[src/rtl/q2e_pkg.sv]
// shared types, constants and functions for the quaternion to euler block
package q2e_pkg;

  localparam int CORDIC_STEPS_DEF   = 16;
  localparam int QUAT_FRAC_BITS_DEF = 14;
  localparam int TABLE_LEN          = 24;
  localparam int QW                 = 16;
  localparam int PW                 = 36;   // product sum width
  localparam int CW                 = 44;   // cordic datapath width
  localparam int AW                 = 28;   // angle accumulator width, deg q16
  localparam int SQW                = 62;   // sqrt radicand width
  localparam int RTW                = 31;   // sqrt root width
  localparam logic signed [15:0] DECL_RESET = 16'sd1380;
  localparam logic signed [AW-1:0] DEG180 = AW'(180 * 65536);

  typedef logic signed [CW-1:0] cval_t;
  typedef logic signed [AW-1:0] ang_t;

  typedef struct packed {
    logic  zero;
    cval_t x;
    cval_t y;
    ang_t  acc;
  } cvec_t;

  function automatic ang_t atan_lut(input int i);
    case (i)
      0: atan_lut = AW'(2949120);  1: atan_lut = AW'(1740967);
      2: atan_lut = AW'(919879);   3: atan_lut = AW'(466945);
      4: atan_lut = AW'(234379);   5: atan_lut = AW'(117304);
      6: atan_lut = AW'(58666);    7: atan_lut = AW'(29335);
      8: atan_lut = AW'(14668);    9: atan_lut = AW'(7334);
      10: atan_lut = AW'(3667);    11: atan_lut = AW'(1833);
      12: atan_lut = AW'(917);     13: atan_lut = AW'(458);
      14: atan_lut = AW'(229);     15: atan_lut = AW'(115);
      16: atan_lut = AW'(57);      17: atan_lut = AW'(29);
      18: atan_lut = AW'(14);      19: atan_lut = AW'(7);
      20: atan_lut = AW'(4);       21: atan_lut = AW'(2);
      22: atan_lut = AW'(1);
      default: atan_lut = '0;
    endcase
  endfunction

  // quadrant fix and normalize up to 2^40
  function automatic cvec_t cordic_prep(input cval_t y_in, input cval_t x_in);
    cvec_t v;
    logic [CW-1:0] ax, ay, mo;
    int sh;
    v.zero = (x_in == '0) && (y_in == '0);
    v.acc  = '0;
    v.x    = x_in;
    v.y    = y_in;
    if (x_in < 0) begin
      v.acc = (y_in >= 0) ? DEG180 : -DEG180;
      v.x   = -x_in;
      v.y   = -y_in;
    end
    ax = v.x[CW-1] ? -v.x : v.x;
    ay = v.y[CW-1] ? -v.y : v.y;
    mo = ax | ay;
    sh = 0;
    for (int k = 0; k <= 40; k++) begin
      if (mo[k]) sh = 40 - k;
    end
    if (v.zero) sh = 0;
    v.x = v.x <<< sh;
    v.y = v.y <<< sh;
    return v;
  endfunction

  // round half away from zero to hundredths
  function automatic logic signed [17:0] to_hund(input ang_t a);
    logic [AW-1:0] m;
    logic [AW+7:0] p;
    logic [17:0] r;
    m = a[AW-1] ? AW'(-a) : a;
    p = (AW+8)'(m) * (AW+8)'(100) + (AW+8)'(32768);
    r = p[33:16];
    return a[AW-1] ? -$signed(r) : $signed(r);
  endfunction

  function automatic logic signed [17:0] sat(input logic signed [17:0] v,
                                             input logic signed [17:0] lim);
    if (v > lim) return lim;
    if (v < -lim) return -lim;
    return v;
  endfunction

endpackage

[src/rtl/q2e_isqrt.sv]
// pipelined restoring square root, one root bit per stage
module q2e_isqrt (
  input  logic                          clk,
  input  logic                          rst_n,
  input  logic                          en,
  input  logic                          vld_in,
  input  logic [q2e_pkg::SQW-1:0]       rad_in,
  input  logic signed [q2e_pkg::CW-1:0] s_in,
  input  logic                          clamp_in,
  output logic                          vld_out,
  output logic [q2e_pkg::RTW-1:0]       root_out,
  output logic signed [q2e_pkg::CW-1:0] s_out,
  output logic                          clamp_out
);
  localparam int N = q2e_pkg::RTW;

  logic [q2e_pkg::SQW-1:0]       rem_r  [N+1];
  logic [N-1:0]                  root_r [N+1];
  logic signed [q2e_pkg::CW-1:0] s_r    [N+1];
  logic                          cl_r   [N+1];
  logic                          vld_r  [N+1];

  always_comb begin
    rem_r[0]  = rad_in;
    root_r[0] = '0;
    s_r[0]    = s_in;
    cl_r[0]   = clamp_in;
    vld_r[0]  = vld_in;
  end

  for (genvar k = 0; k < N; k++) begin : g_bit
    localparam int B = N - 1 - k;
    logic [q2e_pkg::SQW:0] trial;
    logic [q2e_pkg::SQW:0] rem_nxt;
    logic [N-1:0]          root_nxt;
    always_comb begin
      trial = ({1'b0, (q2e_pkg::SQW)'(root_r[k])} << (B + 1))
              + ((q2e_pkg::SQW + 1)'(1) << (2 * B));
      if ({1'b0, rem_r[k]} >= trial) begin
        rem_nxt  = {1'b0, rem_r[k]} - trial;
        root_nxt = root_r[k] | (N'(1) << B);
      end else begin
        rem_nxt  = {1'b0, rem_r[k]};
        root_nxt = root_r[k];
      end
    end
    always_ff @(posedge clk) begin
      if (!rst_n) begin
        vld_r[k+1] <= 1'b0;
      end else if (en) begin
        vld_r[k+1] <= vld_r[k];
      end
      if (en) begin
        rem_r[k+1]  <= rem_nxt[q2e_pkg::SQW-1:0];
        root_r[k+1] <= root_nxt;
        s_r[k+1]    <= s_r[k];
        cl_r[k+1]   <= cl_r[k];
      end
    end
  end

  assign vld_out   = vld_r[N];
  assign root_out  = root_r[N];
  assign s_out     = s_r[N];
  assign clamp_out = cl_r[N];
endmodule

[config.mk]
export PLATFORM = sky130hd
export DESIGN_NAME = q2e_isqrt
export DESIGN_NICKNAME = d
export VERILOG_FILES = /design/src/rtl/q2e_pkg.sv /design/src/rtl/q2e_isqrt.sv
export SDC_FILE = /design/constraint.sdc
export NUM_CORES = 2
export LEC_CHECK = 0
export BUFFER_PORTS_ARGS = -buffer_cell sky130_fd_sc_hd__clkbuf_2
export CORE_UTILIZATION = 55
export CTS_CLUSTER_SIZE = 20
export DETAILED_ROUTE_END_ITERATION = 8
export PLACE_DENSITY = 0.83
export RECOVER_POWER = 50
export SYNTH_ARGS = -nofsm -noshare
export SYNTH_HDL_FRONTEND = slang
export SYNTH_SLANG_ARGS = --single-unit
[constraint.sdc]
create_clock -name clk -period 5.1 [get_ports clk]
set_clock_uncertainty 0.05 [all_clocks]
set_input_delay 0.255 -clock clk [delete_from_list [all_inputs] [get_ports clk]]
set_output_delay 0.255 -clock clk [all_outputs]
set_load 0.1 [all_outputs]
After elaboration in Yosys (flattened, before gate mapping). Cells that the tools add are included.

Input bits: 111. Output and inout port bits: 77. Register bits: 4247. Word-level logic and storage cells: 306.

Magnitude comparators: 31. Add/sub/neg operators: 60. Multiplexer cells: 31.

Operators with widths (count): $mux W62 (30); $add A61 B59 Y62 const B (1); $ge A62 B33 Y1 (1); $ge A62 B34 Y1 (1); $ge A62 B35 Y1 (1); $ge A62 B36 Y1 (1); $ge A62 B37 Y1 (1); $ge A62 B38 Y1 (1); $ge A62 B39 Y1 (1); $ge A62 B40 Y1 (1); $ge A62 B41 Y1 (1); $ge A62 B42 Y1 (1); $ge A62 B43 Y1 (1); $ge A62 B44 Y1 (1); $ge A62 B45 Y1 (1); $ge A62 B46 Y1 (1); $ge A62 B47 Y1 (1); $ge A62 B48 Y1 (1); $ge A62 B49 Y1 (1); $ge A62 B50 Y1 (1); $ge A62 B51 Y1 (1); $ge A62 B52 Y1 (1); $ge A62 B53 Y1 (1); $ge A62 B54 Y1 (1); 69 further kinds (69).

Logic depth before layout (Yosys ltp).
Word-level depth: 3. Mapped depth: 14. Mapped depth without buffers: 13.

Worst setup path before layout. OpenSTA, ideal clock, no wires.

Path kind: register to register. Start: reg rem_r[172] (netlist name). End: reg rem_r[100] (netlist name), data pin. Slack: 1403 ps. Setup time: 258 ps. Data arrival time: 3389 ps. Stages on the path, launching flop included: 12. Period minus slack after synthesis: 3697 ps. Data required time: 4792 ps. Buffers on the path: 1. Cell sequence: edfxtp_1 > or3_4 > or4_4 > or3_1 > clkbuf_2 > or3_1 > o211a_1 > or3_2 > o21ai_4 > nand2_4 > or3_4 > xnor2_2.

Word-level cells in the longest chain between the ends: 2.

RTL lines: start, declared (line q2e_isqrt.sv:17) `logic [q2e_pkg::SQW-1:0] rem_r [N+1];`; start signal, assigned by index (line q2e_isqrt.sv:54) `rem_r[k+1] <= rem_nxt[q2e_pkg::SQW-1:0];`; $ge A62 B34 Y1 (line q2e_isqrt.sv:39) `if ({1'b0, rem_r[k]} >= trial) begin`; $mux W62 (line q2e_isqrt.sv:39); net g_bit[29].rem_nxt (one bit) (line q2e_isqrt.sv:34) `logic [q2e_pkg::SQW:0] rem_nxt;`.

The timed path passes the listed nets, and every way through them passes these cells. A chain may end at the register's enable or synchronous reset.

Worst setup path in the final report.
Start: reg rem_r[597] (netlist name). End: reg rem_r[556] (netlist name), data pin.

Word-level cells in the longest chain between the ends: 2. Elaborated cells between the ends (all ways): 3. Those cells by class: add/sub: 1; order compare: 1; mux: 1.

RTL lines (line): $sub A62 B41 Y62 or $ge A62 B41 Y1 (tied branches) (q2e_isqrt.sv:40, q2e_isqrt.sv:39); $mux W62 * (q2e_isqrt.sv:39); net g_bit[22].rem_nxt (one bit) (q2e_isqrt.sv:34).

Mark *: on every way through the listed nets, which the timed path passes. The rest lies on a longest branch.

==> results.md <==
* WL final at 352 mm
* Clk root buf: clkbuf_16
* Fin crit share at 95.1%
* Status: finished, violations left
* Async set-reset flop share out of synthesis at 0%
* Top FF cell, synth: edfxtp_1
* Psw at 0.0221 W
* Worst EP arrival at 5480 ps
* H-tree depth at 5
* Final min period at 4850 ps
* Share of cells above drive strength 1 at 8.03%
* Detailed Place HPWL at 245 mm
* LEAKAGE at 64.2 nW
* Mean post-synth cell area at 14.9 µm²
* Max-cap violations at 20
* Worst Setup SP: rem_r[597]$_DFFE_PP_
* Final TNS setup at 0 ps
* RePlAce Congestion at 0.979
* Via/cell ratio at 5.91
* Setup Viol. Count Final at 0
* Worst setup SP type: flip-flop
* Combinational fraction of design power at 15.4%
* Failing checks: max-capacitance violations, max-slew violations
* # clock sinks at 3782
* R2R depth at 11
* Worst-margin pin slew at 3690 ps
* Hold Path Class: input pin to flip-flop
* Hold Vio Cnt, Final at 0
* Routed length on met2 at 168 mm
* Core Footprint at 282000 µm²
* Max frequency at 0.206 GHz
* Buffers added on ports at 187
* Die area at 285000 µm²
* Sequential share of power at 50.3%
* Dpl cells at 14300
* Worst-path clk slew at 70 ps
* M1 wire length at 147 mm
* Synth cell types at 97
* DRC at 0
* Starting Density at 55.3%
* FF+latch count, synth at 3782
* Io pins at 188
* Worst skew pair latency at 960 ps
* Largest cells by area after synthesis: edfxtp_1 (72%), ha_1 (4.2%), xnor2_1 (2.3%)
* Worst R2R Start: rem_r[597]$_DFFE_PP_
* Die W at 534 µm
* Largest net degree at the start of global routing at 187
* GRT Total Usage at 24.3%
* Cells after synthesis at 10500
* Mapped Nets at 11100
* Sw Ratio at 27.3%
* Unrepaired setup endpoints after global routing: false
* Initial antenna violation count at 12
* Synth area leader: edfxtp_1
* Req. time, crit path at 5730 ps
* R2R setup slack at 250 ps
* Area share of the leading cell type in the synthesized netlist at 72.3%
* Final Power at 0.0809 W
* Peak VDD IR at 394 µV
* Vias in the first global route at 88500
* WS Path Type: flip-flop to flip-flop
* Highest routed layer: met5
* Nets at 11800
* Slew Viols, Final at 1214
* Routed len/inst at 23.2 µm
* Crit Path Max Fanout at 8
* Post-synth EDFFs at 3751
* Pint at 0.0589 W
* Area Growth Syn to Fin at 13.0%
* Layout Cells excl Fill at 15200
* FILL cells at 20100
* Synth warnings at 0
* Total grt overflow at 0
* Slew margin rel. at -146%
* Crit. End Element: flip-flop
* CTS tree: built
* Starting DRC count in detailed routing at 9651
* # rows at 195
* Clock buffer depth at 4
* Routed length on met3 at 25.1 mm
* Sequential fraction of the synthesis area at 72.7%
* Pwr per Cell Area at 460 nW/µm²
* DR vias at 89900
* Syn Std Cell Area at 156000 µm²
* Worst Setup EP: rem_r[556]$_DFFE_PP_
* Die H at 534 µm
* Post-route ant nets at 0
* Minimum hold slack at 92.0 ps
* First-pass GRT wire length at 530 mm
* Pre-antenna DRT Iters at 6
* Final Util at 62.4%
* Num CTS Buffers at 375
* RR Endpoint: rem_r[556]$_DFFE_PP_
* Clock power frac at 34.3%
## metal layers
metal  up-vias  GRT usage, %
li1      41000             -
met1     44400          33.0
met2      3787          40.0
met3       763          3.92
met4         4          8.84
met5         -             0
## metrics by stage
step | worst slack, ps | instance area [µm²]
after floorplan | 1400 | 156000
after global placement | 706 | 162000
after detailed placement | 592 | 162000
after CTS | 511 | 176000
after global routing | 171 | 176000
final | 252 | 176000
## power by group through the flow
stage | clock, W | combinational (W) | sequential (W)
finish | 0.0278 | 0.0125 | 0.0407
global route | 0.0295 | 0.0136 | 0.0409
CTS | 0.0283 | 0.0123 | 0.0406
detailed placement | 0 | 0.0121 | 0.0412
global placement | 0 | 0.0118 | 0.0411
floorplan | 0 | 0.00852 | 0.0401
## cell type report
type	count	area, µm²	share of cell area (%)
Antenna cell	9	22.5	0.0128
Clock buffer	441	9670	5.49
Tap cell	3743	4680	2.66
Clock inverter	241	2740	1.56
Sequential cell	3782	113000	64.3
Timing Repair Buffer	519	4000	2.27
Multi-Input combinational cell	5819	39200	22.3
Inverter	665	2500	1.42
## registers in the layout (all words and copies together) (netlist names)
| register | count |
|---|---|
| cl_r | 30 |
| clamp_out | 1 |
| rem_r | 1860 |
| root_out | 31 |
| root_r | 465 |
| s_out | 44 |
| s_r | 1320 |
| vld_out | 1 |
| vld_r | 30 |
## kinds of logic (layout without fill, tap and decap cells)
logic type / Yosys count / count (layout) / share of synthesized area (%)
AOI/OAI and AO/OA: 1723 / 1723 / 6.82
xor gates and xnor gates: 818 / 818 / 4.60
DFF: 3782 / 3782 / 72.7
adders and majority gates: 525 / 525 / 4.21
muxes: 94 / 94 / 0.645
and+or+nand+nor: 2659 / 2659 / 8.80
other: 0 / 9 / 0
buffers and inverters: 884 / 1866 / 2.25
## cell usage after synthesis (43+ instances only)
cell type and number:
nor3_1 243, nor2b_1 100, nand4_1 141, o21bai_1 44, ha_1 525, mux2_2 51
o21a_1 99, edfxtp_1 3751, inv_1 661, buf_4 44, nand3_1 134, nor2_1 571
clkbuf_1 155, or3_1 99, xnor2_1 412, a21oi_1 553, xor2_1 405, nor4_1 331
a21o_1 226, nand2b_1 114, o21ai_0 457, or4_1 63, mux2i_1 43, nand2_1 600
## worst min path at each step
stage	cells past startpoint	slack, ps	startpoint	endpoint
after detailed placement	0	350	cl_r[14]$_DFFE_PP_	cl_r[13]$_DFFE_PP_
after global routing	2	70	s_in[29]	s_r[1349]$_DFFE_PP_
after CTS	2	1	rad_in[31]	rem_r[1891]$_DFFE_PP_
after global placement	0	350	s_r[264]$_DFFE_PP_	s_r[220]$_DFFE_PP_
final	2	90	s_in[29]	s_r[1349]$_DFFE_PP_
after floorplan	0	300	clamp_in	cl_r[30]$_DFFE_PP_
## layout by cell type (no fill, tap or decap), types with 151 or more instances in the layout
| master | count |
|---|---|
| xnor2_1 | 412 |
| a21oi_1 | 553 |
| inv_1 | 661 |
| dlygate4sd3_1 | 210 |
| clkbuf_1 | 151 |
| nand2_1 | 599 |
| clkbuf_16 | 376 |
| xor2_1 | 405 |
| nor2_1 | 570 |
| ha_1 | 525 |
| a21o_1 | 226 |
| o21ai_0 | 457 |
| nor4_1 | 331 |
| edfxtp_1 | 3751 |
| nor3_1 | 243 |
## timing repair
| action | CTS | global route |
|---|---|---|
| endpoints found under the hold margin | 206 | 0 |
| resized for setup | 0 | 0 |
| hold buffers | 210 | 0 |
| setup buffers | 0 | 0 |
## critical path, stage by stage, from the launching register on
cell and delay, ps:
edfxtp_1 410, ha_1 470, nand2_1 220, nor4_1 630, nand3_1 120, or4_1 660, o2111ai_1 300, a31oi_2 90
a2111o_1 410, nor4_1 850, nand3_1 200, xnor2_1 180
No activity file was read; power rests on OpenSTA's default activity.
