[src/rtl/q2e_pkg.sv]
// shared types, constants and functions for the quaternion to euler block
package q2e_pkg;

  localparam int CORDIC_STEPS_DEF   = 16;
  localparam int QUAT_FRAC_BITS_DEF = 14;
  localparam int TABLE_LEN          = 24;
  localparam int QW                 = 16;
  localparam int PW                 = 36;   // product sum width
  localparam int CW                 = 44;   // cordic datapath width
  localparam int AW                 = 28;   // angle accumulator width, deg q16
  localparam int SQW                = 62;   // sqrt radicand width
  localparam int RTW                = 31;   // sqrt root width
  localparam logic signed [15:0] DECL_RESET = 16'sd1380;
  localparam logic signed [AW-1:0] DEG180 = AW'(180 * 65536);

  typedef logic signed [CW-1:0] cval_t;
  typedef logic signed [AW-1:0] ang_t;

  typedef struct packed {
    logic  zero;
    cval_t x;
    cval_t y;
    ang_t  acc;
  } cvec_t;

  function automatic ang_t atan_lut(input int i);
    case (i)
      0: atan_lut = AW'(2949120);  1: atan_lut = AW'(1740967);
      2: atan_lut = AW'(919879);   3: atan_lut = AW'(466945);
      4: atan_lut = AW'(234379);   5: atan_lut = AW'(117304);
      6: atan_lut = AW'(58666);    7: atan_lut = AW'(29335);
      8: atan_lut = AW'(14668);    9: atan_lut = AW'(7334);
      10: atan_lut = AW'(3667);    11: atan_lut = AW'(1833);
      12: atan_lut = AW'(917);     13: atan_lut = AW'(458);
      14: atan_lut = AW'(229);     15: atan_lut = AW'(115);
      16: atan_lut = AW'(57);      17: atan_lut = AW'(29);
      18: atan_lut = AW'(14);      19: atan_lut = AW'(7);
      20: atan_lut = AW'(4);       21: atan_lut = AW'(2);
      22: atan_lut = AW'(1);
      default: atan_lut = '0;
    endcase
  endfunction

  // quadrant fix and normalize up to 2^40
  function automatic cvec_t cordic_prep(input cval_t y_in, input cval_t x_in);
    cvec_t v;
    logic [CW-1:0] ax, ay, mo;
    int sh;
    v.zero = (x_in == '0) && (y_in == '0);
    v.acc  = '0;
    v.x    = x_in;
    v.y    = y_in;
    if (x_in < 0) begin
      v.acc = (y_in >= 0) ? DEG180 : -DEG180;
      v.x   = -x_in;
      v.y   = -y_in;
    end
    ax = v.x[CW-1] ? -v.x : v.x;
    ay = v.y[CW-1] ? -v.y : v.y;
    mo = ax | ay;
    sh = 0;
    for (int k = 0; k <= 40; k++) begin
      if (mo[k]) sh = 40 - k;
    end
    if (v.zero) sh = 0;
    v.x = v.x <<< sh;
    v.y = v.y <<< sh;
    return v;
  endfunction

  // round half away from zero to hundredths
  function automatic logic signed [17:0] to_hund(input ang_t a);
    logic [AW-1:0] m;
    logic [AW+7:0] p;
    logic [17:0] r;
    m = a[AW-1] ? AW'(-a) : a;
    p = (AW+8)'(m) * (AW+8)'(100) + (AW+8)'(32768);
    r = p[33:16];
    return a[AW-1] ? -$signed(r) : $signed(r);
  endfunction

  function automatic logic signed [17:0] sat(input logic signed [17:0] v,
                                             input logic signed [17:0] lim);
    if (v > lim) return lim;
    if (v < -lim) return -lim;
    return v;
  endfunction

endpackage

[src/rtl/q2e_cordic_stage.sv]
// one vectoring cordic micro-rotation, registered
module q2e_cordic_stage #(
  parameter int STEP = 0
) (
  input  logic            clk,
  input  logic            rst_n,
  input  logic            en,
  input  logic            vld_in,
  input  q2e_pkg::cvec_t  vec_in,
  output logic            vld_out,
  output q2e_pkg::cvec_t  vec_out
);
  q2e_pkg::cvec_t vec_nxt;
  q2e_pkg::cvec_t vec_r;
  logic           vld_r;

  always_comb begin
    vec_nxt = vec_in;
    if (vec_in.y >= 0) begin
      vec_nxt.x   = vec_in.x + (vec_in.y >>> STEP);
      vec_nxt.y   = vec_in.y - (vec_in.x >>> STEP);
      vec_nxt.acc = vec_in.acc + q2e_pkg::atan_lut(STEP);
    end else begin
      vec_nxt.x   = vec_in.x - (vec_in.y >>> STEP);
      vec_nxt.y   = vec_in.y + (vec_in.x >>> STEP);
      vec_nxt.acc = vec_in.acc - q2e_pkg::atan_lut(STEP);
    end
  end

  always_ff @(posedge clk) begin
    if (!rst_n) begin
      vld_r <= 1'b0;
    end else if (en) begin
      vld_r <= vld_in;
    end
    if (en) begin
      vec_r <= vec_nxt;
    end
  end

  assign vld_out = vld_r;
  assign vec_out = vec_r;
endmodule

[config.mk]
export PLATFORM = sky130hd
export DESIGN_NAME = q2e_cordic_stage
export DESIGN_NICKNAME = d
export VERILOG_FILES = /design/src/rtl/q2e_pkg.sv /design/src/rtl/q2e_cordic_stage.sv
export SDC_FILE = /design/constraint.sdc
export NUM_CORES = 1
export LEC_CHECK = 0
export BUFFER_PORTS_ARGS = -buffer_cell sky130_fd_sc_hd__buf_2
export CAP_MARGIN = 20
export CORE_ASPECT_RATIO = 2
export CORE_MARGIN = 2
export CORE_UTILIZATION = 45
export CTS_CLUSTER_SIZE = 28
export DETAILED_ROUTE_END_ITERATION = 16
export PLACE_DENSITY = 0.69
export SLEW_MARGIN = 20
export SYNTH_ARGS = -nofsm -noshare
export SYNTH_HDL_FRONTEND = slang
export SYNTH_SLANG_ARGS = --single-unit
[constraint.sdc]
create_clock -name clk -period 3.6 [get_ports clk]
set_clock_uncertainty 0.05 [all_clocks]
set_input_delay 0.18 -clock clk [delete_from_list [all_inputs] [get_ports clk]]
set_output_delay 0.18 -clock clk [all_outputs]
set_load 0.01 [all_outputs]
# Yosys cells after proc, flatten, opt, wreduce, memory -nomap -nowiden
# Index checks and enable logic that the tools add are counted.
dict set report totals {
  inputBits 121
  mem_bits_ro 0
  latchBits 0
  out_inout_bits 118
  wordCells 12
  mem_bits_rw 0
  memories 0
  register_bits 118
}
dict set report classes {
  div 0
  n_bitwise 0
  n_mux 1
  mul 0
  addsub 5
  n_lt_le_gt_ge 1
  reduce_logical 0
  n_shift 0
  n_eq_ne 0
}
# op count
set ops {}
lappend ops {{two-way mux 116 bit} 1}
lappend ops {{subtractor 44 bit} 2}
lappend ops {{adder 44 bit} 1}
lappend ops {{greater-or-equal comparator 44 x 1 -> 1 bit (second input constant)} 1}
lappend ops {{adder 28 x 23 -> 28 bit (second input constant)} 1}
lappend ops {{subtractor 28 x 23 -> 28 bit (second input constant)} 1}

# Longest topological paths before layout
dict set report depth {
  depth_word 2
  depth_mapped 13
  depth_no_buf 13
}

# Least setup slack after synthesis
# Ideal clock, no wire load.
dict set report synth_timing {
  path_kind {in2reg}
  startpoint {in vec_in[71] in the netlist's numbering}
  endpoint {reg vec_r (netlist bit vec_out[24]), data pin}
  required_ns 3.292
  cell_stages 13
  n_path_buf 4
  path_slack_ns 0.503
  setup_ns 0.258
  arrival_time_ns 2.790
  path_cell_list {clkbuf_1 clkbuf_1 buf_1 clkbuf_1 xor2_1 ha_1 a21oi_1 o21bai_1 maj3_1 a21oi_1 nor2_1 a21oi_1 xnor2_1}
}
# element line_no
set synth_rtl {}
lappend synth_rtl {{from (decl)} q2e_cordic_stage.sv:9} ;# input q2e_pkg::cvec_t vec_in,
lappend synth_rtl {{to (signal assigned)} q2e_cordic_stage.sv:37} ;# vec_r <= vec_nxt;
lappend synth_rtl {{to (decl)} q2e_cordic_stage.sv:14} ;# q2e_pkg::cvec_t vec_r;

==> results list <==
* Critical path's slowest cell: sky130_fd_sc_hd__ha_1
- Clock power frac: 0.300
* Top cell by count, worst path: sky130_fd_sc_hd__o21ai_1
* Total number of H-tree levels: 4
- The wire-length estimate of the detail-placed layout is 33790 um.
- Warnings, synthesis: 0
- Synthesized area per cell: between 8 and 9 um^2
- Rows: slightly above 80
- For this design the total switching power over the nets is between 1.5 and 2 mW.
* Max-capacitance violation count: 0
- Derived from the worst setup path, the maximum achievable clock frequency is between 0.3 and 0.4 GHz.
- Overall routed net length: roughly 42000 um
- WHS: around 0.027 ns
- Across the VDD grid, the largest voltage drop is approximately 320 uV.
- Largest driver fanout on the critical path: 10
* Sink Count: roughly 120
* Capture point of the critical path: vec_out[56]
* Synthesized area: around 0.012 mm^2
- Die boundary width: approximately 120 um
- Counting flops and latches in the post-synthesis netlist gives around 120.
- Detailed routing inserted a total of approximately 11000 vias.
* Floorplan die area: between 0.02 and 0.03 mm^2
- Entering global routing, the biggest net connects 68 pins.
- Distinct cell type count of the synthesized netlist: 81
* Core Region: about 0.025 mm^2
* Routed vias/inst: approximately 5.7
* Wire length of the first global-routing pass: about 62000 um
- Worst Setup Path Type: primary input to flip-flop
* Sequential cell area: between 0.003 and 0.004 mm^2
- Remaining global-route overflow: 0
- The signal on the critical path passes through buf_2, inv_1, ha_1, inv_2, o221ai_1, a31oi_1, a21oi_2, o21ai_1, a21boi_2, o21ai_1, a311o_1, a21oi_1, xor2_1.
* Detail-routed net length per standard cell: ~21 um
- After clock tree synthesis, the setup repair step added 0 buffers.
- For the worst setup path, the data required time is about 3.7 ns.
- Logic pwr share: 0.375
- Depth of the most critical reg-to-reg path: 3
* Total power divided by cell area: between 300 and 400 mW/mm^2
- The via count of the first global-routing pass was ~12000.
- HP Class: primary input to flip-flop
- The count of nets left with antenna violations once routing finished came out at 0.
- The total count of hold-check failures in the final report was 0.
- Remaining DRCs: 0
* Multi-input gate area in the final layout: between 0.007 and 0.008 mm^2
* TritonRoute pass-1 iters: 6
* Sequential share of power: 0.326
- Register-to-Register Setup Slack: approximately 2.4 ns
- R2R Path Start: vld_out
- During I/O placement, the number of pins put on the boundary was between 200 and 250.
* Syn_nets: between 1500 and 2000
- # fillers: around 2300
* Total track usage: 0.3086
* Capture point of the worst reg-to-reg path: vld_out
- Crit path arrival time: between 3 and 4 ns
- Number of CTS-inserted buffers: 17
* Fraction of power spent switching nets: 0.3491
* Kind of start point of the critical path: primary input
- Of the available clock period, the critical path in the final layout requires 0.8442.
* Clock tree root driver cell: sky130_fd_sc_hd__clkbuf_16
- PortBufs: between 200 and 250
* Clock-pin slew of the registers on the worst-case setup and hold paths: around 0.050 ns
* Sequential fraction of the synthesis area: 0.3045
- Pin slew with the least headroom to its limit: ~0.7 ns
- Adding up every negative setup slack in the final design gives 0 ns.
- The net count of the finished layout is 1901.
* Setup repair after global routing missed its margin: no
- Number of flops mapped to enable cells by yosys: 116
- Worst setup path startpoint: vec_in[31]
* Overall die height: about 230 um
- Result of the run: complete, no violations
- 1st-iter DRT viols: about 620
- The clock reaches the later pin of the worst-skew pair after approximately 0.43 ns.
- TritonCTS built the clock tree.
- The most used flip-flop cell after synthesis is sky130_fd_sc_hd__edfxtp_1.
* Number of buffers between clock root and the deepest sink: 2
- The analysis attributes to cell leakage a power of around 6.5 nW.
- Slowest Stage Delay on Critical Path: about 0.50 ns
* Number of antenna violations at the first check in global routing: 2
- Element type at the critical path end: flip-flop
- Of the cells placed in the final design, the portion with a size suffix greater than 1 is 0.2262.
* Post-synth ARST share: 0
- Tightest slew margin relative to the limit: 0.5261
* Post-synthesis cell count: 1354
- The congestion estimate from routability-driven global placement came to 1.060.
- Internal power comes to about 3.7 mW.
* Count of final max-slew check failures: 0
* Layout overhead on the synthesized area: 23.57%
- Initial core utilization: 0.4577
- Period minus WS final: a little over 3 ns
- Number of failing setup endpoints in the final timing report: 0
routing by layer:
layer	GRT usage	share of wire	vias to the layer above
li1	-	-	5406
met2	0.5948	0.55	502
met4	0.2434	0.090	0
met5	0	0	-
met3	0.03453	0.041	192
met1	0.2738	0.32	5374
worst max-delay path, delay by kind of cell:
kind	cells	cell delay, ns
AO/OA/AOI/OAI	8	2.13
adder cells (fa/ha/maj)	1	0.50
buffers and inverters	3	0.25
XOR/XNOR	1	0.09
flip-flops by register name, summed over array words and instances, names as in the netlist:
signal,cells
vec_out,116
vld_out,1
area by class of cell:
type / instances / area share
antenna: 2 / 0.0003521
sequential: 117 / 0.2464
multi-input combinational: 1032 / 0.5055
timing repair buffer: 337 / 0.1408
clock inverter: 11 / 0.009417
clock buffer: 21 / 0.03098
inverter: 140 / 0.03697
tap: 336 / 0.02957
per-stage QoR:
step	cells	cell area, um^2	utilization	total power [mW]	setup slack [ns]
floorplan	1354	11500	-	3.074	0.5025
global placement	1942	13440	0.5345	3.911	0.1761
detailed placement	1942	13440	0.5345	3.925	0.1794
CTS	1994	14210	0.5654	5.647	0.6279
global route	1996	14220	0.5656	5.900	0.3712
finish	1996	14220	0.5656	5.660	0.5610
cells in the mapped netlist, types with 22 or more instances:
| cell type | n | share of area |
|---|---|---|
| sky130_fd_sc_hd__a21o_1 | 30 | 0.020 |
| sky130_fd_sc_hd__a21oi_1 | 182 | 0.079 |
| sky130_fd_sc_hd__nor3_1 | 22 | 0.0096 |
| sky130_fd_sc_hd__nand2_1 | 66 | 0.022 |
| sky130_fd_sc_hd__o21ai_0 | 86 | 0.037 |
| sky130_fd_sc_hd__xnor2_1 | 76 | 0.058 |
| sky130_fd_sc_hd__clkbuf_1 | 31 | 0.010 |
| sky130_fd_sc_hd__mux2i_1 | 24 | 0.021 |
| sky130_fd_sc_hd__inv_1 | 133 | 0.043 |
| sky130_fd_sc_hd__edfxtp_1 | 116 | 0.30 |
| sky130_fd_sc_hd__ha_1 | 132 | 0.14 |
| sky130_fd_sc_hd__nor2_1 | 125 | 0.041 |
| sky130_fd_sc_hd__o21bai_1 | 28 | 0.018 |
how the worst min path moves through the flow:
| stage | startpoint | end | slack [ns] | cells past startpoint |
|---|---|---|---|---|
| 5_1_grt | vec_in[27] | vec_out[27] | 0.03 | 2 |
| 2_1_floorplan | vec_in[0] | vec_out[0] | 0.23 | 0 |
| 3_3_place_gp | vec_in[10] | vec_out[10] | 0.31 | 1 |
| 6_report | vec_in[27] | vec_out[27] | 0.03 | 2 |
| 4_1_cts | vec_in[27] | vec_out[27] | 0.008 | 2 |
| 3_5_place_dp | vec_in[3] | vec_out[3] | 0.31 | 1 |
kinds of logic (layout without fill, tap and decap cells):
kind of cell    Yosys count  count (layout)  synth area share
compound gates          467             467            0.2559
simple gates            309             309            0.1247
xor+xnor                 94              94           0.07156
buf+inv                 205             509           0.07091
other cells               0               2                 0
mux                      25              25           0.02186
flops                   117             117            0.3045
fa+ha+maj               137             137            0.1505
power by group through the flow:
stage	sequential, mW	combinational, mW	clock [mW]
final	1.84	2.12	1.70
after detailed placement	1.87	2.05	0
after floorplan	1.98	1.10	0
after global routing	1.86	2.28	1.76
after global placement	1.87	2.04	0
after CTS	1.85	2.08	1.72
timing repair:
item / 4_1_cts / 5_1_grt
resized for setup: 0 / 0
hold buffers: 20 / 0
hold endpoints to repair: 19 / 0
endpoints found under the setup margin: 0 / 0
layout by cell type, fill, tap and decap left out, types with 6 or more instances in the layout:
cell | Yosys | layout
sky130_fd_sc_hd__a211o_1 | 7 | 7
sky130_fd_sc_hd__a211oi_1 | 10 | 10
sky130_fd_sc_hd__a21o_1 | 30 | 30
sky130_fd_sc_hd__a21oi_1 | 182 | 182
sky130_fd_sc_hd__a22oi_1 | 6 | 6
sky130_fd_sc_hd__a31oi_1 | 12 | 12
sky130_fd_sc_hd__and3_1 | 8 | 8
sky130_fd_sc_hd__buf_2 | 19 | 236
sky130_fd_sc_hd__buf_4 | 4 | 80
sky130_fd_sc_hd__clkbuf_16 | 0 | 17
sky130_fd_sc_hd__dlygate4sd3_1 | 0 | 20
sky130_fd_sc_hd__edfxtp_1 | 116 | 116
sky130_fd_sc_hd__ha_1 | 132 | 132
sky130_fd_sc_hd__inv_1 | 133 | 132
sky130_fd_sc_hd__mux2i_1 | 24 | 24
sky130_fd_sc_hd__nand2_1 | 66 | 66
sky130_fd_sc_hd__nand2b_1 | 8 | 8
sky130_fd_sc_hd__nand3_1 | 18 | 18
sky130_fd_sc_hd__nand4_1 | 15 | 15
sky130_fd_sc_hd__nor2_1 | 125 | 125
sky130_fd_sc_hd__nor2b_1 | 15 | 15
sky130_fd_sc_hd__nor3_1 | 22 | 22
sky130_fd_sc_hd__nor4_1 | 7 | 7
sky130_fd_sc_hd__o211ai_1 | 9 | 9
sky130_fd_sc_hd__o21a_1 | 10 | 10
sky130_fd_sc_hd__o21ai_0 | 86 | 86
sky130_fd_sc_hd__o21ai_1 | 10 | 10
sky130_fd_sc_hd__o21bai_1 | 28 | 28
sky130_fd_sc_hd__o31ai_1 | 10 | 10
sky130_fd_sc_hd__or3_1 | 9 | 9
sky130_fd_sc_hd__xnor2_1 | 76 | 76
sky130_fd_sc_hd__xor2_1 | 18 | 18
No activity file was read; power rests on OpenSTA's default activity.
